<file path="src/hw/rtl/stl_pkg.sv">
// Package for the stripe target lookup block: field widths, register codes,
// and the types shared by the pipeline stages, the table and the channel interfaces.
// Depends on nothing.
package stl_pkg;

	localparam int MAX_GROUPS_DEF = 64;

	localparam int POS_W      = 63;
	localparam int SLOT_W     = 6;
	localparam int ID_W       = 16;
	localparam int SHIFT_W    = 5;
	localparam int GROUPS_W   = 7;
	localparam int CFG_IDX_W  = 4;
	localparam int CFG_DATA_W = 8;

	// The chunk number runs through the remainder pipeline REM_BITS bits per stage.
	localparam int QUO_W      = POS_W + 1;
	localparam int REM_BITS   = 8;
	localparam int REM_STAGES = QUO_W / REM_BITS;

	localparam logic [SHIFT_W-1:0]  SHIFT_RST  = SHIFT_W'(19);
	localparam logic [GROUPS_W-1:0] GROUPS_RST = GROUPS_W'(1);

	localparam logic REQ_LOAD   = 1'b0;
	localparam logic REQ_LOOKUP = 1'b1;

	typedef enum logic [CFG_IDX_W-1:0] {
		CFG_CHUNK_SHIFT = 4'd0,
		CFG_NUM_GROUPS  = 4'd1
	} cfg_reg_t;

	typedef struct packed {
		logic [SHIFT_W-1:0]  shift;
		logic [GROUPS_W-1:0] groups;
	} stl_cfg_t;

	typedef struct packed {
		logic                lookup;
		logic [SLOT_W-1:0]   slot;
		logic [ID_W-1:0]     id;
		logic [QUO_W-1:0]    quo;
		logic [GROUPS_W-1:0] rem;
	} stl_item_t;

endpackage

</file>
<file path="src/hw/rtl/stl_if.sv">
// Channel interfaces of the stripe target lookup block: request, result and
// configuration write. Each carries valid, ready and its payload.
// Depends on stl_pkg.
interface stl_req_if import stl_pkg::*; ();
	logic              valid;
	logic              ready;
	logic              req_type;
	logic [POS_W-1:0]  pos;
	logic [SLOT_W-1:0] entry_index;
	logic [ID_W-1:0]   entry_id;

	modport source(output valid, req_type, pos, entry_index, entry_id, input ready);
	modport sink(input valid, req_type, pos, entry_index, entry_id, output ready);
endinterface

interface stl_rsp_if import stl_pkg::*; ();
	logic              valid;
	logic              ready;
	logic [SLOT_W-1:0] target_index;
	logic [ID_W-1:0]   group_id;

	modport source(output valid, target_index, group_id, input ready);
	modport sink(input valid, target_index, group_id, output ready);
endinterface

interface stl_cfg_if import stl_pkg::*; ();
	logic                  valid;
	logic                  ready;
	logic [CFG_IDX_W-1:0]  index;
	logic [CFG_DATA_W-1:0] data;

	modport source(output valid, index, data, input ready);
	modport sink(input valid, index, data, output ready);
endinterface

</file>
<file path="src/hw/rtl/stl_front.sv">
// First pipeline stage: registers an accepted transaction and turns the byte
// offset into a chunk number by shifting out the chunk size.
// Depends on stl_pkg.
module stl_front import stl_pkg::*; (
	input  logic      clk,
	input  logic      arst_n,
	input  stl_cfg_t  cfg,
	input  logic      in_valid,
	output logic      in_ready,
	input  stl_item_t in_item,
	output logic      out_valid,
	input  logic      out_ready,
	output stl_item_t out_item
);

	logic      valid_q;
	stl_item_t item_q;
	stl_item_t item_d;

	always_comb begin
		item_d     = in_item;
		item_d.quo = in_item.quo >> cfg.shift;
		item_d.rem = '0;
	end

	assign in_ready  = !valid_q || out_ready;
	assign out_valid = valid_q;
	assign out_item  = item_q;

	always_ff @(posedge clk or negedge arst_n) begin
		if (!arst_n) begin
			valid_q <= 1'b0;
		end else if (in_ready) begin
			valid_q <= in_valid;
		end
	end

	always_ff @(posedge clk) begin
		if (in_valid && in_ready) begin
			item_q <= item_d;
		end
	end

endmodule

</file>
<file path="src/hw/rtl/stl_rem_stage.sv">
// One stage of the remainder pipeline: folds the next REM_BITS chunk-number bits
// into the running remainder modulo the group count, restoring style.
// Depends on stl_pkg.
module stl_rem_stage import stl_pkg::*; (
	input  logic      clk,
	input  logic      arst_n,
	input  stl_cfg_t  cfg,
	input  logic      in_valid,
	output logic      in_ready,
	input  stl_item_t in_item,
	output logic      out_valid,
	input  logic      out_ready,
	output stl_item_t out_item
);

	logic      valid_q;
	stl_item_t item_q;
	stl_item_t item_d;

	// The remainder stays below the group count, so each step needs at most
	// one subtraction.
	always_comb begin : step
		logic [GROUPS_W:0]   t;
		logic [GROUPS_W-1:0] r;
		r = in_item.rem;
		t = '0;
		for (int k = 0; k < REM_BITS; k++) begin
			t = {r, in_item.quo[QUO_W-1-k]};
			if (t >= {1'b0, cfg.groups}) begin
				t = t - {1'b0, cfg.groups};
			end
			r = t[GROUPS_W-1:0];
		end
		item_d     = in_item;
		item_d.quo = in_item.quo << REM_BITS;
		item_d.rem = r;
	end

	assign in_ready  = !valid_q || out_ready;
	assign out_valid = valid_q;
	assign out_item  = item_q;

	always_ff @(posedge clk or negedge arst_n) begin
		if (!arst_n) begin
			valid_q <= 1'b0;
		end else if (in_ready) begin
			valid_q <= in_valid;
		end
	end

	always_ff @(posedge clk) begin
		if (in_valid && in_ready) begin
			item_q <= item_d;
		end
	end

	a_stall_holds: assert property (@(posedge clk) disable iff (!arst_n)
		valid_q && !out_ready |=> valid_q && $stable(item_q))
		else $error("remainder stage lost or changed a stalled item");

endmodule

</file>
<file path="src/hw/rtl/stl_table.sv">
// Group table and result register: loads write the table, lookups read it,
// and the registered read data forms the result held for the consumer.
// Depends on stl_pkg.
module stl_table import stl_pkg::*; #(
	parameter int MAX_GROUPS = MAX_GROUPS_DEF
) (
	input  logic              clk,
	input  logic              arst_n,
	input  logic              in_valid,
	output logic              in_ready,
	input  stl_item_t         in_item,
	output logic              out_valid,
	input  logic              out_ready,
	output logic [SLOT_W-1:0] target_index,
	output logic [ID_W-1:0]   group_id
);

	localparam int          AW   = (MAX_GROUPS > 1) ? $clog2(MAX_GROUPS) : 1;
	localparam logic [31:0] LAST = 32'(MAX_GROUPS - 1);

	logic [ID_W-1:0]   mem [0:MAX_GROUPS-1];
	logic [ID_W-1:0]   data_q;
	logic [SLOT_W-1:0] target_q;
	logic              out_valid_q;

	logic              adv_out;
	logic              wr_en;
	logic              rd_en;
	logic [31:0]       rem_w;
	logic [31:0]       idx_w;
	logic [AW-1:0]     addr;

	assign adv_out = !out_valid_q || out_ready;
	// Loads never wait for the result register.
	assign in_ready = !in_item.lookup || adv_out;

	assign rem_w = 32'(in_item.rem);
	assign idx_w = (rem_w > LAST) ? LAST : rem_w;

	assign wr_en = in_valid && !in_item.lookup && (32'(in_item.slot) <= LAST);
	assign rd_en = in_valid && in_item.lookup && adv_out;
	assign addr  = in_item.lookup ? AW'(idx_w) : AW'(in_item.slot);

	always_ff @(posedge clk) begin
		if (wr_en) begin
			mem[addr] <= in_item.id;
		end
		if (rd_en) begin
			data_q <= mem[addr];
		end
	end

	always_ff @(posedge clk) begin
		if (rd_en) begin
			target_q <= idx_w[SLOT_W-1:0];
		end
	end

	always_ff @(posedge clk or negedge arst_n) begin
		if (!arst_n) begin
			out_valid_q <= 1'b0;
		end else if (adv_out) begin
			out_valid_q <= rd_en;
		end
	end

	assign out_valid    = out_valid_q;
	assign target_index = target_q;
	assign group_id     = data_q;

	a_result_from_read: assert property (@(posedge clk) disable iff (!arst_n)
		$rose(out_valid_q) |-> $past(rd_en))
		else $error("result appeared without a table read");

	a_no_read_on_stall: assert property (@(posedge clk) disable iff (!arst_n)
		out_valid_q && !out_ready |-> !rd_en)
		else $error("table read overwrote a result still waiting");

endmodule

</file>
<file path="src/hw/rtl/stripe_target_lookup.sv">
// Stripe target lookup: one load or lookup per cycle is accepted unless a held result stalls.
// A lookup passes through one shift stage,
// eight remainder stages of eight bits each, then the table read into the result register.
// Loads produce no result and write the table when they reach the table stage.
// Reset clears the pipeline and sets chunk_shift to 19 and num_groups to 1; the table
// itself is not cleared and holds no valid data until loaded.
// Depends on stl_pkg, stl_if, stl_front, stl_rem_stage and stl_table.
module stripe_target_lookup import stl_pkg::*; #(
	parameter int MAX_GROUPS = MAX_GROUPS_DEF
) (
	input logic         clk,
	input logic         arst_n,
	stl_req_if.sink     req,
	stl_rsp_if.source   rsp,
	stl_cfg_if.sink     cfg
);

	// The group count is clamped once, at the configuration write, to the
	// range from one to the table depth or 127, whichever is smaller. A count of zero acts as one.
	localparam int                  GCAP   = (MAX_GROUPS > 127) ? 127 : MAX_GROUPS;
	localparam logic [GROUPS_W-1:0] GCAP_V = GROUPS_W'(GCAP);

	logic [SHIFT_W-1:0]  shift_q;
	logic [GROUPS_W-1:0] groups_q;
	logic [GROUPS_W-1:0] cfg_groups;
	logic [GROUPS_W-1:0] groups_eff;
	stl_cfg_t            cfg_now;

	assign cfg.ready  = 1'b1;
	assign cfg_groups = cfg.data[GROUPS_W-1:0];
	assign groups_eff = (cfg_groups == '0) ? GROUPS_W'(1) :
	                    (cfg_groups > GCAP_V) ? GCAP_V : cfg_groups;

	always_ff @(posedge clk or negedge arst_n) begin
		if (!arst_n) begin
			shift_q  <= SHIFT_RST;
			groups_q <= GROUPS_RST;
		end else if (cfg.valid && cfg.ready) begin
			case (cfg.index)
				CFG_CHUNK_SHIFT: shift_q  <= cfg.data[SHIFT_W-1:0];
				CFG_NUM_GROUPS:  groups_q <= groups_eff;
				default: ;
			endcase
		end
	end

	assign cfg_now.shift  = shift_q;
	assign cfg_now.groups = groups_q;

	// The position is (offset >> shift) mod groups: the low chunk bits never
	// affect which chunk an offset falls in, so the shift comes first and the
	// remainder pipeline works on the chunk number.
	stl_item_t req_item;

	always_comb begin
		req_item.lookup = (req.req_type == REQ_LOOKUP);
		req_item.slot   = req.entry_index;
		req_item.id     = req.entry_id;
		req_item.quo    = {1'b0, req.pos};
		req_item.rem    = '0;
	end

	// Handshake chain between stages; entry 0 is the front stage's output,
	// entry k the output of remainder stage k.
	logic      chain_valid [0:REM_STAGES];
	logic      chain_ready [0:REM_STAGES];
	stl_item_t chain_item  [0:REM_STAGES];

	stl_front u_front (
		.clk       (clk),
		.arst_n    (arst_n),
		.cfg       (cfg_now),
		.in_valid  (req.valid),
		.in_ready  (req.ready),
		.in_item   (req_item),
		.out_valid (chain_valid[0]),
		.out_ready (chain_ready[0]),
		.out_item  (chain_item[0])
	);

	for (genvar g = 0; g < REM_STAGES; g++) begin : g_rem
		stl_rem_stage u_rem (
			.clk       (clk),
			.arst_n    (arst_n),
			.cfg       (cfg_now),
			.in_valid  (chain_valid[g]),
			.in_ready  (chain_ready[g]),
			.in_item   (chain_item[g]),
			.out_valid (chain_valid[g+1]),
			.out_ready (chain_ready[g+1]),
			.out_item  (chain_item[g+1])
		);
	end

	// Loads and lookups reach the table in acceptance order and touch it at
	// the same stage, so a lookup always sees every earlier load.
	stl_table #(
		.MAX_GROUPS (MAX_GROUPS)
	) u_table (
		.clk          (clk),
		.arst_n       (arst_n),
		.in_valid     (chain_valid[REM_STAGES]),
		.in_ready     (chain_ready[REM_STAGES]),
		.in_item      (chain_item[REM_STAGES]),
		.out_valid    (rsp.valid),
		.out_ready    (rsp.ready),
		.target_index (rsp.target_index),
		.group_id     (rsp.group_id)
	);

	a_stall_needs_blocked_result: assert property (@(posedge clk) disable iff (!arst_n)
		!req.ready |-> rsp.valid && !rsp.ready)
		else $error("request side stalled while the result side was free");

	a_groups_in_range: assert property (@(posedge clk) disable iff (!arst_n)
		groups_q != '0 && groups_q <= GCAP_V)
		else $error("group count register out of range");

endmodule
</file>
<file path="src/flat_wrapper.sv">
// flat-port wrapper written by rule: the top's interface ports become plain ports
module stripe_target_lookup_flat import stl_pkg::*;
#(
	parameter int MAX_GROUPS = MAX_GROUPS_DEF
)
  (clk, arst_n, req_valid, req_req_type, req_pos, req_entry_index, req_entry_id, req_ready, rsp_valid, rsp_target_index, rsp_group_id, rsp_ready, cfg_valid, cfg_index, cfg_data, cfg_ready);
  stl_req_if req_i ();
  stl_rsp_if rsp_i ();
  stl_cfg_if cfg_i ();
  input logic clk;
  input logic arst_n;
  input wire logic [$bits(req_i.valid)-1:0] req_valid;
  input wire logic [$bits(req_i.req_type)-1:0] req_req_type;
  input wire logic [$bits(req_i.pos)-1:0] req_pos;
  input wire logic [$bits(req_i.entry_index)-1:0] req_entry_index;
  input wire logic [$bits(req_i.entry_id)-1:0] req_entry_id;
  output wire logic [$bits(req_i.ready)-1:0] req_ready;
  output wire logic [$bits(rsp_i.valid)-1:0] rsp_valid;
  output wire logic [$bits(rsp_i.target_index)-1:0] rsp_target_index;
  output wire logic [$bits(rsp_i.group_id)-1:0] rsp_group_id;
  input wire logic [$bits(rsp_i.ready)-1:0] rsp_ready;
  input wire logic [$bits(cfg_i.valid)-1:0] cfg_valid;
  input wire logic [$bits(cfg_i.index)-1:0] cfg_index;
  input wire logic [$bits(cfg_i.data)-1:0] cfg_data;
  output wire logic [$bits(cfg_i.ready)-1:0] cfg_ready;
  assign req_i.valid = req_valid;
  assign req_i.req_type = req_req_type;
  assign req_i.pos = req_pos;
  assign req_i.entry_index = req_entry_index;
  assign req_i.entry_id = req_entry_id;
  assign req_ready = req_i.ready;
  assign rsp_valid = rsp_i.valid;
  assign rsp_target_index = rsp_i.target_index;
  assign rsp_group_id = rsp_i.group_id;
  assign rsp_i.ready = rsp_ready;
  assign cfg_i.valid = cfg_valid;
  assign cfg_i.index = cfg_index;
  assign cfg_i.data = cfg_data;
  assign cfg_ready = cfg_i.ready;
  stripe_target_lookup #(.MAX_GROUPS(MAX_GROUPS)) u_core (.clk(clk), .arst_n(arst_n), .req(req_i), .rsp(rsp_i), .cfg(cfg_i));
endmodule
</file>
<file path="config.mk">
export PLATFORM = sky130hd
export DESIGN_NAME = stripe_target_lookup_flat
export DESIGN_NICKNAME = d
export VERILOG_FILES = /design/src/hw/rtl/stl_pkg.sv /design/src/hw/rtl/stl_if.sv /design/src/hw/rtl/stl_front.sv /design/src/hw/rtl/stl_rem_stage.sv /design/src/hw/rtl/stl_table.sv /design/src/hw/rtl/stripe_target_lookup.sv /design/src/flat_wrapper.sv
export SDC_FILE = /design/constraint.sdc
export NUM_CORES = 2
export LEC_CHECK = 0
export ABC_AREA = 1
export BUFFER_PORTS_ARGS = -buffer_cell sky130_fd_sc_hd__buf_2
export CORE_UTILIZATION = 45
export CTS_BUF_LIST = sky130_fd_sc_hd__clkbuf_16
export CTS_CLUSTER_DIAMETER = 40
export DETAILED_ROUTE_END_ITERATION = 16
export PLACE_DENSITY_LB_ADDON = 0.25
export SLEW_MARGIN = 25
export SYNTH_ARGS = -nofsm -noshare
export SYNTH_HDL_FRONTEND = slang
export SYNTH_HIERARCHICAL = 1
export SYNTH_SLANG_ARGS = --single-unit
export TNS_END_PERCENT = 10
</file>
<file path="constraint.sdc">
create_clock -name clk -period 45.7 [get_ports clk]
set_clock_uncertainty 0.15 [all_clocks]
set_input_delay 2.285 -clock clk [delete_from_list [all_inputs] [get_ports clk]]
set_output_delay 2.285 -clock clk [all_outputs]
set_load 0.1 [all_outputs]
</file>
# Yosys cells after proc, flatten, opt, wreduce, memory -nomap -nowiden
# Memory sizes are Yosys's and may differ from the RTL's. A register that Yosys moved wholly into a read port is not among the register bits.
# Cells that the tools add are included.
# word_totals
memories	1
elab_cells	297
mem_bits_rw	1024
ff_bits	579
input_bits	103
output_inout_bits	25
# op_classes
shift	1
eq_ne	1
mux	70
n_addsub	64
order_cmp	66
n_reduce_logical	38
# mem_list
name	depth	word_bits	rd	rd_ports_with_merged_regs	write_ports	line_no	text
u_core.u_table.mem	64	16	1	1	1	stl_table.sv:21	logic [ID_W-1:0] mem [0:MAX_GROUPS-1];
# op_table
op	count
$ge A8 B7 Y1	63
$mux W7	66
$sub A7 B7 Y7	63
$shr A63 B5 Y64	1
$logic_and A1 B1 Y1	12
$mux W6	2
$logic_not A1 Y1	11
$logic_or A1 B1 Y1	11
$ge A1 B7 Y1	1
$gt A7 B6 Y1 const B	1
$gt A7 B7 Y1 const B	1
$logic_not A7 Y1	1
$sub A1 B7 Y7	1
$eq A4 B1 Y1 const B	1
$logic_not A4 Y1	1
$reduce_and A2 Y1	2
$mux W1	2

# Longest topological paths before layout
# depth
ltp_word	16
depth_mapped	95
mapped_depth_nobuf	93

# Hierarchy
# Netlist, hierarchy kept.
# modules_own_cells
module	area_per_inst_um2	cells_per_inst	n_inst	seq_area_each_um2
stl_table	45183.3	4359	1	31435.1
stl_rem_stage (u_core.g_rem[0].u_rem ...)	5858.1	609	3	2607.5
stl_rem_stage (u_core.g_rem[3].u_rem ...)	5913.2	621	2	2607.5
stl_front	6216.0	846	1	2637.5
stl_rem_stage (u_core.g_rem[7].u_rem)	6128.4	639	1	2607.5
stl_rem_stage (u_core.g_rem[2].u_rem)	6027.0	634	1	2607.5
stl_rem_stage (u_core.g_rem[6].u_rem)	5992.0	634	1	2607.5
stripe_target_lookup	579.3	69	1	305.3

# Worst setup path before layout
# Ideal clock, no wire load.
# synth_timing
kind	register -> register
startpoint	reg u_core.groups_q[1]
endpoint	reg u_core.g_rem[7].u_rem.item_q (netlist bit u_core/g_rem[7].u_rem/out_item[1]) (data pin)
slack_ps	30044
path_stages_with_launch	84
setup_ps	252
t_arrival_ps	15254
period_less_slack_ps	15656
path_buffers	2
path_cell_list	dfrtp_1 > inv_1 > fa_1 > nand2_1 > nand2_2 > nand2_1 > nand2_2 > nand2_4 > nand2_8 > o21ai_0 > inv_1 > fa_1 > inv_1 > nand2_1 > nand3_2 > a21oi_2 > nand2_2 > nor2_4 > [... 48 more ...] > nand2_1 > o21ai_1 > ha_1 > nand4_1 > o311ai_0 > nor2_8 > nand2_2 > o21ai_2 > fa_1 > nand3_1 > nand2_1 > a21oi_1 > o21bai_1 > o21a_1 > nor2_1 > nand3_2 > nand2_1 > nand2_1
# synth_between
elab_chain_len	16
elab_cells_between_ends	24
classes_between	add/sub: 8; order compare: 8; mux: 8
# synth_rtl
element	line_no	text
start: declaration	stripe_target_lookup.sv:24	logic [GROUPS_W-1:0] groups_q;
start signal: assignment	stripe_target_lookup.sv:41	CFG_NUM_GROUPS: groups_q <= groups_eff;
$sub A7 B7 Y7 or $ge A8 B7 Y1 (tied branches)	stl_rem_stage.sv:30, stl_rem_stage.sv:29	
$mux W7	stl_rem_stage.sv:29	if (t >= {1'b0, cfg.groups}) begin
$sub A7 B7 Y7 or $ge A8 B7 Y1 (tied branches)	stl_rem_stage.sv:30, stl_rem_stage.sv:29	
$mux W7	stl_rem_stage.sv:29	
$sub A7 B7 Y7 or $ge A8 B7 Y1 (tied branches)	stl_rem_stage.sv:30, stl_rem_stage.sv:29	
$mux W7	stl_rem_stage.sv:29	
$sub A7 B7 Y7 or $ge A8 B7 Y1 (tied branches)	stl_rem_stage.sv:30, stl_rem_stage.sv:29	
$mux W7	stl_rem_stage.sv:29	
$sub A7 B7 Y7 or $ge A8 B7 Y1 (tied branches)	stl_rem_stage.sv:30, stl_rem_stage.sv:29	
$mux W7	stl_rem_stage.sv:29	
$sub A7 B7 Y7 or $ge A8 B7 Y1 (tied branches)	stl_rem_stage.sv:30, stl_rem_stage.sv:29	
$mux W7	stl_rem_stage.sv:29	
$ge A8 B7 Y1 or $sub A7 B7 Y7 (tied branches)	stl_rem_stage.sv:29, stl_rem_stage.sv:30	
$mux W7	stl_rem_stage.sv:29	
$sub A7 B7 Y7 or $ge A8 B7 Y1 (tied branches)	stl_rem_stage.sv:30, stl_rem_stage.sv:29	
$mux W7 *	stl_rem_stage.sv:29	
net u_core.g_rem[7].u_rem.step.t[1]	stl_rem_stage.sv:23	logic [GROUPS_W:0] t;
end signal: assignment	stl_rem_stage.sv:53	item_q <= item_d;
end: declaration	stl_rem_stage.sv:17	stl_item_t item_q;
# The timed path passes the listed nets; every way through them passes the cells marked *.
# A chain may end at the register's enable or synchronous reset.

# Worst setup path after layout
# layout_timing
startpoint	reg u_core.groups_q[0]
endpoint	reg u_core.g_rem[5].u_rem.item_q (netlist bit u_core/g_rem[5].u_rem/out_item[4]) (data pin)
# layout_between
elab_chain_len	16
elab_cells_between_ends	24
classes_between	add/sub: 8; order compare: 8; mux: 8
# layout_rtl
element	line_no
$sub A7 B7 Y7 or $ge A8 B7 Y1 (tied branches)	stl_rem_stage.sv:30, stl_rem_stage.sv:29
$mux W7	stl_rem_stage.sv:29
$sub A7 B7 Y7 or $ge A8 B7 Y1 (tied branches)	stl_rem_stage.sv:30, stl_rem_stage.sv:29
$mux W7	stl_rem_stage.sv:29
$sub A7 B7 Y7 or $ge A8 B7 Y1 (tied branches)	stl_rem_stage.sv:30, stl_rem_stage.sv:29
$mux W7	stl_rem_stage.sv:29
$sub A7 B7 Y7 or $ge A8 B7 Y1 (tied branches)	stl_rem_stage.sv:30, stl_rem_stage.sv:29
$mux W7	stl_rem_stage.sv:29
$sub A7 B7 Y7 or $ge A8 B7 Y1 (tied branches)	stl_rem_stage.sv:30, stl_rem_stage.sv:29
$mux W7	stl_rem_stage.sv:29
$sub A7 B7 Y7 or $ge A8 B7 Y1 (tied branches)	stl_rem_stage.sv:30, stl_rem_stage.sv:29
$mux W7	stl_rem_stage.sv:29
$ge A8 B7 Y1 or $sub A7 B7 Y7 (tied branches)	stl_rem_stage.sv:29, stl_rem_stage.sv:30
$mux W7	stl_rem_stage.sv:29
$sub A7 B7 Y7 or $ge A8 B7 Y1 (tied branches)	stl_rem_stage.sv:30, stl_rem_stage.sv:29
$mux W7 *	stl_rem_stage.sv:29
net u_core.g_rem[5].u_rem.step.t[4]	stl_rem_stage.sv:23
end signal: assignment	stl_rem_stage.sv:53
end: declaration	stl_rem_stage.sv:17
# Marks and branches as above.

==> metrics.csv <==
stage,metric,value,unit
timing,"Period Utilization, post-route",0.359,
floorplan,starting density of the core,0.455,
critical_path,CP Launch Type,flop,
timing,slew margin rel.,0.271,
critical_path,worst reg2reg setup slack,29.29,ns
critical_path,worst-path fanout max,29,
routing,detailed-router iteration count before antenna repair,6,
critical_path,critical path's slowest cell,dfstp_4,
critical_path,"slowest stage delay, CP",0.80,ns
grt,total track usage,0.226,
critical_path,Worst EP arrival,16.87,ns
clock_tree,CTS Buf Count,222,
clock_tree,Worst-Skew Late Latency,0.87,ns
critical_path,Crit. Startpoint,u_core/groups_q[0],
grt,largest net degree at the start of global routing,209,
finish,P&R area growth vs syn,12.4,%
critical_path,Critical Path End Type,flop,
clock_tree,post-CTS setup buffers,0,
placement,Final GP Congestion,0.903,
timing,final slew viol count,0,
finish,"commonest cells after routing, fill and taps aside","nand2_1, inv_1, edfxtp_1, nand3_1, ha_1",
clock_tree,Hold Buf Count CTS,0,
floorplan,die extent in x,455,microns
timing,Worst Max-Slew Pin Slew,1.09,ns
critical_path,reg-to-reg startpoint,u_core/groups_q[0],
floorplan,Std-Cell Rows,165,
routing,drt initial violations,5799,
routing,final wirelength,236000,microns
grt,first-pass GRT wire length,363000,microns
finish,Final Non-Filler Cells,13030,
run_status,status,finished clean,
finish,share of post-route cells with drive strength above 1,0.101,
floorplan,Core ar.,203000,sq um
floorplan,Die Y,455,microns
timing,"Hold Vio Cnt, Final",0,
grt,initial antenna violation count,10,
timing,Fmax achieved,60.9,MHz
clock_tree,CTS Root Cell,clkbuf_16,
critical_path,Worst path most repeated cell,nand2_1,
clock_tree,Clock Tree Buf Depth,3,
routing,via count,67148,
clock_tree,CTS H-tree depth,4,
timing,setup tns final,0,ns
run,Max-Cap Viols,0,
clock_tree,post-cts sizing count,0,
placement,port bufs,125,
routing,vias per inst,5.15,
clock_tree,CTS tree,yes,
floorplan,I/O Pins,128,
critical_path,Critical Path RT,46.16,ns
synthesis,Post-Syn Instances,9954,
synthesis,Mean Syn Cell Area,9.27,sq um
finish,"leading cell type in the layout, fill and taps excluded",nand2_1,
critical_path,worst reg2reg path endpoint,u_core/g_rem[5].u_rem/out_item[4],
floorplan,die footprint,207000,sq um
timing,RSZ-0062 raised after global routing,no,
timing,Setup Viol. Count Final,0,
placement,post-DP HPWL,152000,microns
grt,vias in the first global route,64683,
routing,drt wl/cell,18.1,microns
critical_path,worst setup path endpoint,u_core/g_rem[5].u_rem/out_item[4],
synthesis,Synth warnings,6,
worst_hold_path,Hold Crit Class,flop to flop,
grt,grt ovf,0,
critical_path,kind of critical path,flop to flop,
critical_path,worst reg2reg path depth,87,
synthesis,Mapped Area,92300,sq um
routing,Post-DRT Antenna Nets,0,
finish,final net count,10777,
placement,Placed Cells,12610,
routing,drt drc,0,
finish,Layout fillers,18114,
clock_tree,clock sink count,1619,
timing,post-layout minimum cycle time,16.41,ns
clock_tree,clk slew on worst S/H paths,0.06,ns
layout make-up:
| cell class | count | area [sq um] | area share |
|---|---|---|---|
| Sequential cell | 1619 | 48500 | 0.468 |
| Multi-Input combinational cell | 6196 | 35400 | 0.341 |
| Inverter | 1879 | 7070 | 0.0681 |
| Clock buffer | 222 | 5560 | 0.0535 |
| Tap cell | 2672 | 3340 | 0.0322 |
| Clock inverter | 195 | 2290 | 0.0221 |
| Timing Repair Buffer | 244 | 1580 | 0.0152 |
| Antenna cell | 3 | 7.51 | 0.0000723 |
per-stage QoR:
| step | hold slack [ns] | utilization | setup slack [ns] | instance area, sq um |
|---|---|---|---|---|
| final | 0.237 | 0.511 | 29.29 | 104000 |
| after global routing | 0.234 | 0.511 | 27.82 | 104000 |
| after CTS | 0.220 | 0.511 | 29.31 | 104000 |
| after detailed placement | 0.255 | 0.473 | 29.37 | 95900 |
| after global placement | 0.252 | 0.473 | 29.85 | 95900 |
| after floorplan | 0.250 | - | 30.04 | 92300 |
flip-flops by register name, indices dropped and copies added (netlist names):
signal / cells
u_core/u_table/mem: 1024
u_core/groups_q: 7
u_core/g_rem.u_rem/out_item: 464
u_core/shift_q: 5
u_core/g_rem.u_rem/out_valid: 8
u_core/u_table/out_valid: 1
u_core/u_front/out_item: 87
u_core/u_table/target_index: 6
u_core/u_table/group_id: 16
u_core/u_front/out_valid: 1
layer usage:
| metal | global-route usage | routed length [microns] |
|---|---|---|
| met2 | 0.368 | 110000 |
| met5 | 0 | 34 |
| met1 | 0.313 | 106000 |
| met3 | 0.0308 | 14500 |
| met4 | 0.0714 | 5940 |
worst max-delay path, delay by kind of cell (launching register included):
| family | cells | cell delay [ns] |
|---|---|---|
| compound gates | 25 | 5.02 |
| buf+inv | 13 | 2.18 |
| flops | 1 | 0.80 |
| fa+ha+maj | 9 | 3.39 |
| simple gates | 40 | 4.53 |
how the worst min path moves through the flow:
stage	start	to	slack, ns	cells past startpoint
after CTS	u_core/u_front/out_item[25]	u_core/g_rem[0].u_rem/out_item[33]	0.22	0
after detailed placement	u_core/u_front/out_item[25]	u_core/g_rem[0].u_rem/out_item[33]	0.25	0
final	u_core/g_rem[0].u_rem/out_item[42]	u_core/g_rem[1].u_rem/out_item[50]	0.24	0
after floorplan	u_core/u_front/out_item[7]	u_core/g_rem[0].u_rem/out_item[15]	0.25	0
after global routing	u_core/u_front/out_item[25]	u_core/g_rem[0].u_rem/out_item[33]	0.23	0
after global placement	u_core/g_rem[1].u_rem/out_item[61]	u_core/g_rem[2].u_rem/out_item[69]	0.25	0
Power is not shown: default switching activity piles up to over one toggle a cycle in this logic, so the estimate is an artifact.
